==> src/hdl/gap_pkg.sv <==
package gap_pkg;

  typedef struct packed {
    logic [2:0] start_row;
    logic [2:0] start_col;
    logic [2:0] goal_row;
    logic [2:0] goal_col;
  } in_item_t;

  typedef struct packed {
    logic [2:0] cell_row;
    logic [2:0] cell_col;
    logic [1:0] outcome;
    logic       last_item;
  } out_item_t;

  localparam logic [1:0] OUTCOME_PATH     = 2'd0;
  localparam logic [1:0] OUTCOME_NO_PATH  = 2'd1;
  localparam logic [1:0] OUTCOME_OVERFLOW = 2'd2;

  localparam int CFG_IDX_W = 2;
  localparam logic [CFG_IDX_W-1:0] CFG_GRID_ROWS   = 2'd0;
  localparam logic [CFG_IDX_W-1:0] CFG_GRID_COLS   = 2'd1;
  localparam logic [CFG_IDX_W-1:0] CFG_BLOCKED_MAP = 2'd2;

  localparam int CELL_W      = 6;
  localparam int CHAIN_DEPTH = 64;
  localparam int CHAIN_IDX_W = 6;
  localparam int CHAIN_CNT_W = 7;

  // 8-connected moves; the first four are orthogonal
  localparam logic signed [1:0] MOVE_DR [8] = '{2'sd1, -2'sd1, 2'sd0, 2'sd0,
                                                2'sd1, 2'sd1, -2'sd1, -2'sd1};
  localparam logic signed [1:0] MOVE_DC [8] = '{2'sd0, 2'sd0, 2'sd1, -2'sd1,
                                                2'sd1, -2'sd1, 2'sd1, -2'sd1};

  typedef logic [4:0] op_t;
  localparam op_t OP_NOP      = 5'd0;
  localparam op_t OP_START    = 5'd1;
  localparam op_t OP_INIT     = 5'd2;
  localparam op_t OP_POP_RD   = 5'd3;
  localparam op_t OP_POP_LD   = 5'd4;
  localparam op_t OP_SIFT_RD  = 5'd5;
  localparam op_t OP_SIFT_MV  = 5'd6;
  localparam op_t OP_SIFT_END = 5'd7;
  localparam op_t OP_NODE     = 5'd8;
  localparam op_t OP_TR_INIT  = 5'd9;
  localparam op_t OP_NB_RD    = 5'd10;
  localparam op_t OP_NB_SKIP  = 5'd11;
  localparam op_t OP_INSERT   = 5'd12;
  localparam op_t OP_PUSH_RD  = 5'd13;
  localparam op_t OP_PUSH_MV  = 5'd14;
  localparam op_t OP_PUSH_PUT = 5'd15;
  localparam op_t OP_TR_RD    = 5'd16;
  localparam op_t OP_TR_WR    = 5'd17;
  localparam op_t OP_EM_RD    = 5'd18;
  localparam op_t OP_EM_OUT   = 5'd19;
  localparam op_t OP_OUT_NP   = 5'd20;
  localparam op_t OP_OUT_OV   = 5'd21;

  typedef struct packed {
    logic sift_leaf;
    logic sift_stop;
    logic at_goal;
    logic nb_ok;
    logic nb_better;
    logic pool_full;
    logic d_last;
    logic push_root;
    logic push_stop;
    logic heap_empty;
    logic tr_end;
    logic k_zero;
    logic out_free;
  } dp_status_t;

  // rounded Euclidean length in fixed point, evaluated on constants only
  function automatic longint unsigned dist_q(int ar, int ac, int frac);
    longint unsigned n;
    longint unsigned res;
    longint unsigned bit_v;
    n = longint'(ar * ar + ac * ac) << (2 * frac);
    res = 0;
    bit_v = 64'd1 << 62;
    for (int j = 0; j < 32; j++) begin
      if (n >= res + bit_v) begin
        n = n - (res + bit_v);
        res = (res >> 1) + bit_v;
      end else begin
        res = res >> 1;
      end
      bit_v = bit_v >> 2;
    end
    if (n > res) res = res + 1;
    return res;
  endfunction

endpackage

==> src/hdl/gap_ctrl.sv <==
module gap_ctrl import gap_pkg::*; (
  input  logic       clk,
  input  logic       rst_n,
  input  logic       in_valid,
  output logic       in_ready,
  input  dp_status_t status,
  output op_t        op
);

  localparam logic [4:0] S_IDLE     = 5'd0;
  localparam logic [4:0] S_INIT     = 5'd1;
  localparam logic [4:0] S_POP0     = 5'd2;
  localparam logic [4:0] S_POP1     = 5'd3;
  localparam logic [4:0] S_SIFT_RD  = 5'd4;
  localparam logic [4:0] S_SIFT_CMP = 5'd5;
  localparam logic [4:0] S_SIFT_END = 5'd6;
  localparam logic [4:0] S_NODE     = 5'd7;
  localparam logic [4:0] S_GOALCK   = 5'd8;
  localparam logic [4:0] S_NB_CHK   = 5'd9;
  localparam logic [4:0] S_NB_BEST  = 5'd10;
  localparam logic [4:0] S_PUSH_RD  = 5'd11;
  localparam logic [4:0] S_PUSH_CMP = 5'd12;
  localparam logic [4:0] S_NB_NEXT  = 5'd13;
  localparam logic [4:0] S_AFTER    = 5'd14;
  localparam logic [4:0] S_TR_RD    = 5'd15;
  localparam logic [4:0] S_TR_WR    = 5'd16;
  localparam logic [4:0] S_EM_RD    = 5'd17;
  localparam logic [4:0] S_EM_OUT   = 5'd18;
  localparam logic [4:0] S_EMIT_NP  = 5'd19;
  localparam logic [4:0] S_EMIT_OV  = 5'd20;

  logic [4:0] state_r, state_nxt;

  always_comb begin
    state_nxt = state_r;
    op = OP_NOP;
    in_ready = 1'b0;
    unique case (state_r)
      S_IDLE: begin
        in_ready = 1'b1;
        if (in_valid) begin
          op = OP_START; state_nxt = S_INIT;
        end
      end
      S_INIT:    begin op = OP_INIT;   state_nxt = S_POP0; end
      S_POP0:    begin op = OP_POP_RD; state_nxt = S_POP1; end
      S_POP1:    begin op = OP_POP_LD; state_nxt = S_SIFT_RD; end
      S_SIFT_RD: begin
        if (status.sift_leaf) begin
          state_nxt = S_SIFT_END;
        end else begin
          op = OP_SIFT_RD; state_nxt = S_SIFT_CMP;
        end
      end
      S_SIFT_CMP: begin
        if (status.sift_stop) begin
          state_nxt = S_SIFT_END;
        end else begin
          op = OP_SIFT_MV; state_nxt = S_SIFT_RD;
        end
      end
      S_SIFT_END: begin op = OP_SIFT_END; state_nxt = S_NODE; end
      S_NODE:     begin op = OP_NODE;     state_nxt = S_GOALCK; end
      S_GOALCK: begin
        if (status.at_goal) begin
          op = OP_TR_INIT; state_nxt = S_TR_RD;
        end else begin
          state_nxt = S_NB_CHK;
        end
      end
      S_NB_CHK: begin
        if (status.nb_ok) begin
          op = OP_NB_RD; state_nxt = S_NB_BEST;
        end else begin
          state_nxt = S_NB_NEXT;
        end
      end
      S_NB_BEST: begin
        priority if (!status.nb_better) begin
          state_nxt = S_NB_NEXT;
        end else if (status.pool_full) begin
          state_nxt = S_EMIT_OV;
        end else begin
          op = OP_INSERT; state_nxt = S_PUSH_RD;
        end
      end
      S_PUSH_RD: begin
        if (status.push_root) begin
          op = OP_PUSH_PUT; state_nxt = S_NB_NEXT;
        end else begin
          op = OP_PUSH_RD; state_nxt = S_PUSH_CMP;
        end
      end
      S_PUSH_CMP: begin
        if (status.push_stop) begin
          op = OP_PUSH_PUT; state_nxt = S_NB_NEXT;
        end else begin
          op = OP_PUSH_MV; state_nxt = S_PUSH_RD;
        end
      end
      S_NB_NEXT: begin
        op = OP_NB_SKIP;
        state_nxt = status.d_last ? S_AFTER : S_NB_CHK;
      end
      S_AFTER: state_nxt = status.heap_empty ? S_EMIT_NP : S_POP0;
      S_TR_RD: begin op = OP_TR_RD; state_nxt = S_TR_WR; end
      S_TR_WR: begin
        op = OP_TR_WR;
        state_nxt = status.tr_end ? S_EM_RD : S_TR_RD;
      end
      S_EM_RD: begin op = OP_EM_RD; state_nxt = S_EM_OUT; end
      S_EM_OUT: begin
        if (status.out_free) begin
          op = OP_EM_OUT;
          state_nxt = status.k_zero ? S_IDLE : S_EM_RD;
        end
      end
      S_EMIT_NP: begin
        if (status.out_free) begin
          op = OP_OUT_NP; state_nxt = S_IDLE;
        end
      end
      S_EMIT_OV: begin
        if (status.out_free) begin
          op = OP_OUT_OV; state_nxt = S_IDLE;
        end
      end
      default: state_nxt = S_IDLE;
    endcase
  end

  always_ff @(posedge clk) begin
    if (!rst_n) begin
      state_r <= S_IDLE;
    end else begin
      state_r <= state_nxt;
    end
  end

endmodule

==> config.mk <==
export PLATFORM = sky130hd
export DESIGN_NAME = gap_ctrl
export DESIGN_NICKNAME = d
export VERILOG_FILES = /design/src/hdl/gap_pkg.sv /design/src/hdl/gap_ctrl.sv
export SDC_FILE = /design/constraint.sdc
export NUM_CORES = 1
export LEC_CHECK = 0
export ABC_AREA = 1
export BUFFER_PORTS_ARGS = -buffer_cell sky130_fd_sc_hd__buf_2
export CORE_ASPECT_RATIO = 0.5
export CORE_UTILIZATION = 30
export DETAILED_ROUTE_END_ITERATION = 7
export PLACE_DENSITY = 0.63
export SKIP_CTS_REPAIR_TIMING = 1
export SLEW_MARGIN = 20
export SYNTH_ARGS = -nofsm -noshare
export SYNTH_HDL_FRONTEND = slang
export SYNTH_SLANG_ARGS = --single-unit
==> constraint.sdc <==
create_clock -name clk -period 1.6 [get_ports clk]
set_input_delay 0.08 -clock clk [delete_from_list [all_inputs] [get_ports clk]]
set_output_delay 0.08 -clock clk [all_outputs]
set_load 0.02 [all_outputs]
==> reports/metrics.yaml, run 1 <==
cts:
  cts_made_buffers: 3
  cts_tree: "yes"
  clk_latency_ps: 220
  htreeDepth: 1
  clkTransAtPathRegs_ps: 30
  ctsRootBufferMaster: "clkbuf_8"
  cts_buffer_depth: 2
  clock_sinks: 5
yosys:
  synth.avg_cell_area_um2: 5.06
  synth_cell_types: 21
  syn_area_um2: 795
  syn_nets: 173
  ys_seq_area_share_pct: 12.6
  ys_seq_elements: 5
  yosysWarningCount: 0
  synth_cells: 157
final_layout:
  reg_top3: "state_r x5"
  synthToLayoutAreaGrowth_pct: 69.0
  fill_cells: 220
  finalNonFillerCells: 244
  layout_common_cells: "nand2_1, buf_4, nand3_1"
  largest_reg_flops: 5
  top_register: "state_r"
  multi_input_area_um2: 714
  final_util_pct: 57.0
  regArea_um2: 116
  n_antenna_cell: 0
  final_common_cell: "nand2_1"
  layout-drive-gt1-share_pct: 43.5
  nets: 226
sta:
  slew_headroom_pct: 83.9
  tightest_slew_ps: 239
  drv_slew: 0
  rsz0062_at_grt: "yes"
  period_share_pct: 106
  hold_viol_final: 0
  setup_viol_count_final: 6
  fin_crit_ps: 1690
  finClkSkew_ps: 2.62
  setup_ws_ps: -90.0
  fmax_mhz: 592
power_and_ir_drop:
  power.internal_w: 0.000949
  comb_power_share_pct: 75.3
  p_sw_w: 0.000964
  peakVddDrop_uv: 615
  clkPwrFrac_pct: 11.9
  p_sw_share_pct: 50.4
  p_seq_share_pct: 12.8
  p_total_w: 0.00191
  p_leak_nw: 0.724
  p_per_area_nw_per_um2: 1430
setup_path:
  startpoint_type: "register"
  cp.required_ps: 1520
  worstPathMaxFanout: 4
  r2r_end: "state_r[2]"
  rrSetupSlack_ps: -20
  critPathCaptureType: "output pin"
  critPathArrivalTime_ps: 1610
  r2r_cells: 11
  r2r_start: "state_r[1]"
  worstSetupPathType: "register to output pin"
die:
  core_um2: 2360
  num_rows: 12
  die_height_um: 38.4
  dieWidth_um: 74.8
  ios: 22
  dieArea_um2: 2870
  start_util_pct: 33.7
min_path:
  holdPathEnd: "state_r[1]"
  hold_depth: 3
  holdCritStartpoint: "rst_n"
  hp-class: "primary input to register"
routing:
  ant_nets: 0
  drt_pass1_iterations: 5
  wirelength_um: 3590
  drc: 0
  first_iter_violations: 330
  viasPerCell: 5.43
  vias: 1324
  routedWlPerCell_um: 14.7
placement:
  numPlacedInstances: 220
  gp_congestion: 1.05
  io_buffers: 21
  post-dp-hpwl_um: 2230
outcome:
  violations: "negative setup slack"
  status: "finished, violations left"
global_routing:
  antenna_found_initial: 0
  grt_pass1_wl_um: 4330
  grt_pass1_vias: 971
  track_usage_pct: 20.7
  grt.overflow.total: 0
  grt_max_degree: 12
job:
  maxCapViolations: 0
-- layout make-up --
| class | instances | area share, % |
|---|---|---|
| Sequential cell | 5 | 8.67 |
| Multi-Input combinational cell | 132 | 53.2 |
| Inverter | 18 | 5.22 |
| Tap cell | 35 | 3.26 |
| Clock buffer | 4 | 3.36 |
| Timing Repair Buffer | 50 | 26.3 |
-- power by group through the flow --
stage	Sequential [W]	Clock (W)	Combinational (W)
2_1_floorplan	0.000214	0	0.000631
3_3_place_gp	0.000212	0	0.000981
3_5_place_dp	0.000213	0	0.000967
4_1_cts	0.000212	0.000237	0.000968
5_1_grt	0.000252	0.000241	0.00152
6_report	0.000244	0.000228	0.00144
-- through the flow --
| step | setup slack, ps | setup TNS [ps] | hold slack, ps | instance area (µm²) |
|---|---|---|---|---|
| floorplan | 209 | 0 | 253 | 795 |
| global placement | 36.3 | 0 | 381 | 1000 |
| detailed placement | 66.8 | 0 | 393 | 1000 |
| CTS | -171 | -617 | 163 | 1050 |
| global route | -125 | -696 | 196 | 1340 |
| finish | -90.0 | -209 | 161 | 1340 |
-- synth_stat cells --
cell type	n	area (µm²)
nand2_1	49	184
nand3_1	25	125
nor2_1	25	93.8
inv_1	16	60.1
nand4_1	7	43.8
a21oi_1	6	30.0
nor2_2	6	37.5
dfxtp_1	5	100
a21oi_2	2	17.5
buf_2	2	10.0
nand2_2	2	12.5
nor2_4	2	22.5
o21ai_0	2	10.0
a31oi_1	1	6.26
clkinv_1	1	3.75
inv_2	1	3.75
nand3b_1	1	7.51
nor3_1	1	5.00
nor3b_1	1	7.51
o31ai_1	1	7.51
or3_1	1	6.26
-- critical path, stage by stage, from the launching register on --
cell     delay (ps)
dfxtp_4         360
buf_6           120
nor2_4           50
nand2_2          60
nor2_2           50
nand2_1         110
nand3_1         110
or3_1           390
buf_6           140
-- worst max-delay path by stage --
stage,endpoint,cells past startpoint,slack [ps],startpoint
floorplan,state_r[1],9,210,state_r[2]
global placement,op[2],8,40,state_r[1]
detailed placement,state_r[2],10,70,state_r[1]
CTS,op[2],8,-170,state_r[1]
global route,op[2],8,-120,state_r[1]
finish,op[2],8,-90,state_r[1]
-- routing by layer --
| layer | global-route usage, % | vias to the layer above | routed length [µm] |
|---|---|---|---|
| li1 | - | 622 | - |
| met1 | 29.6 | 561 | 1450 |
| met3 | 2.63 | 20 | 548 |
| met2 | 31.3 | 121 | 1450 |
| met5 | 0 | - | 0 |
| met4 | 7.55 | 0 | 150 |
-- kinds of logic after synthesis --
| kind of cell | share of synthesized area, % |
|---|---|
| AOI/OAI and AO/OA | 8.98 |
| and+or+nand+nor | 68.7 |
| buffers and inverters | 9.76 |
| DFF | 12.6 |
No activity file was read; power rests on OpenSTA's default activity.
==> run 2: changes to the inputs <==
Settings changed: CORE_ASPECT_RATIO 0.5 to 1.1, PLACE_DENSITY 0.63 to default.
==> run 2 against run 1 <==
Sequential power rose by 8%. Sequential share of layout area grew 1.2 points. The run still ends with negative setup slack left. Via count decreased by 14%. Worst setup slack gained 16 ps. Power shrank 25%. Largest cell class unchanged. Global-route usage shrank 1.9 points.
==> reports/metrics.yaml, run 2 (synthesis gave the netlist of run 1 again) <==
setup_path:
  worstPathMaxFanout: 5
  worstSetupPathType: "register to output pin"
  slowest_delay_ps: 380
  critical-path-slowest-cell: "dfxtp_4"
  critPathCaptureType: "output pin"
  critPathArrivalTime_ps: 1590
  worst-path-buf-inv: 2
  crit_path_cell_trace: "inv_2, nor2_4, nand2_2, a21oi_4, nand2_2, nand2_1, or3_4, buf_6"
  cp.required_ps: 1520
  path_common_cell: "nand2_2"
  startpoint_type: "register"
  crit_family: "simple AND/OR/NAND/NOR gates"
min_path:
  hp-class: "primary input to register"
cts:
  clkTransAtPathRegs_ps: 40
  clk_latency_ps: 240
  cts_buffer_depth: 2
  clock_sinks: 5
  cts_made_buffers: 3
  htreeDepth: 1
  cts_tree: "yes"
  ctsRootBufferMaster: "clkbuf_4"
placement:
  numPlacedInstances: 212
  gp_congestion: 0.972
  io_buffers: 21
  post-dp-hpwl_um: 2150
global_routing:
  grt_pass1_vias: 985
  track_usage_pct: 18.7
  antenna_found_initial: 0
  grt_max_degree: 11
  grt.overflow.total: 0
  grt_pass1_wl_um: 4110
final_layout:
  largest_reg_flops: 5
  final_common_cell: "nand2_1"
  finalNonFillerCells: 222
  fill_cells: 278
  n_antenna_cell: 0
  synthToLayoutAreaGrowth_pct: 46.8
  layout_common_cells: "nand2_1, nand3_1, nor2_1"
  top_register: "state_r"
  layout-drive-gt1-share_pct: 38.2
  final_util_pct: 46.7
  reg_top3: "state_r x5"
  nets: 208
die:
  ios: 22
  die_height_um: 56.0
  dieArea_um2: 2860
  core_um2: 2500
  start_util_pct: 31.8
  dieWidth_um: 51.1
  num_rows: 19
power_and_ir_drop:
  comb_power_share_pct: 71.7
  p_per_area_nw_per_um2: 1230
  p_sw_w: 0.000796
  p_total_w: 0.00143
  clkPwrFrac_pct: 9.9
  p_seq_share_pct: 18.4
  p_sw_share_pct: 55.6
  p_leak_nw: 0.629
  power.internal_w: 0.000635
  peakVddDrop_uv: 928
sta:
  hold_viol_final: 0
  drv_slew: 0
  finClkSkew_ps: 1.18
  rsz0062_at_grt: "yes"
  fin_crit_ps: 1670
  fmax_mhz: 597
  slew_headroom_pct: 80.5
  setup_ws_ps: -74.2
  tightest_slew_ps: 290
  setup_viol_count_final: 2
  period_share_pct: 105
routing:
  viasPerCell: 5.12
  drt_pass1_iterations: 4
  wirelength_um: 2850
  vias: 1137
  routedWlPerCell_um: 12.8
  drc: 0
  ant_nets: 0
  first_iter_violations: 51
job:
  maxCapViolations: 0
outcome:
  status: "finished, violations left"
  violations: "negative setup slack"
-- run 2: layout make-up --
type                    instances  area, µm²  share of cell area (%)
multi-input cells             132        702                    60.2
repair buffers                 32        214                    18.3
flip-flops and latches          5        115                    9.87
inverters                      18       70.1                    6.01
well taps                      31       38.8                    3.33
clock buffers                   4       26.3                    2.25
-- run 2: path summary, 6_finish.rpt --
kind | from | endpoint | slack, ps | cells past startpoint
setup / recovery | state_r[2] | op[2] | -70 | 8
hold / removal | rst_n | state_r[2] | 150 | 3
setup reg to reg | state_r[3] | state_r[2] | 150 | 9
hold reg to reg | state_r[0] | state_r[0] | 540 | 2
-- run 2: tightest hold or removal path: cells and delay by family --
kind / cells / cell delay [ps]
AND/OR/NAND/NOR: 1 / 110
buffers and inverters: 2 / 160
-- run 2: layer usage --
layer | vias to the layer above | wire length, µm | GRT usage (%)
met1 | 499 | 1120 | 23.4
met3 | 11 | 221 | 2.73
met2 | 46 | 1430 | 30.5
met5 | - | 0 | 0
li1 | 581 | - | -
met4 | 0 | 74 | 9.52
-- run 2: through the flow --
step	worst slack [ps]	instance area, µm²	hold slack [ps]	TNS [ps]
final	-74.2	1170	147	-107
after global routing	-124	1170	170	-426
after CTS	-243	992	146	-843
after detailed placement	29.6	966	399	0
after global placement	6.49	966	390	0
after floorplan	209	795	253	0
-- run 2: power groups by stage --
| stage | clock [W] | sequential [W] | combinational, W |
|---|---|---|---|
| after detailed placement | 0 | 0.000224 | 0.000866 |
| after global placement | 0 | 0.000222 | 0.000871 |
| final | 0.000142 | 0.000263 | 0.00103 |
| after floorplan | 0 | 0.000214 | 0.000631 |
| after global routing | 0.000160 | 0.000271 | 0.00112 |
| after CTS | 0.000151 | 0.000222 | 0.000871 |
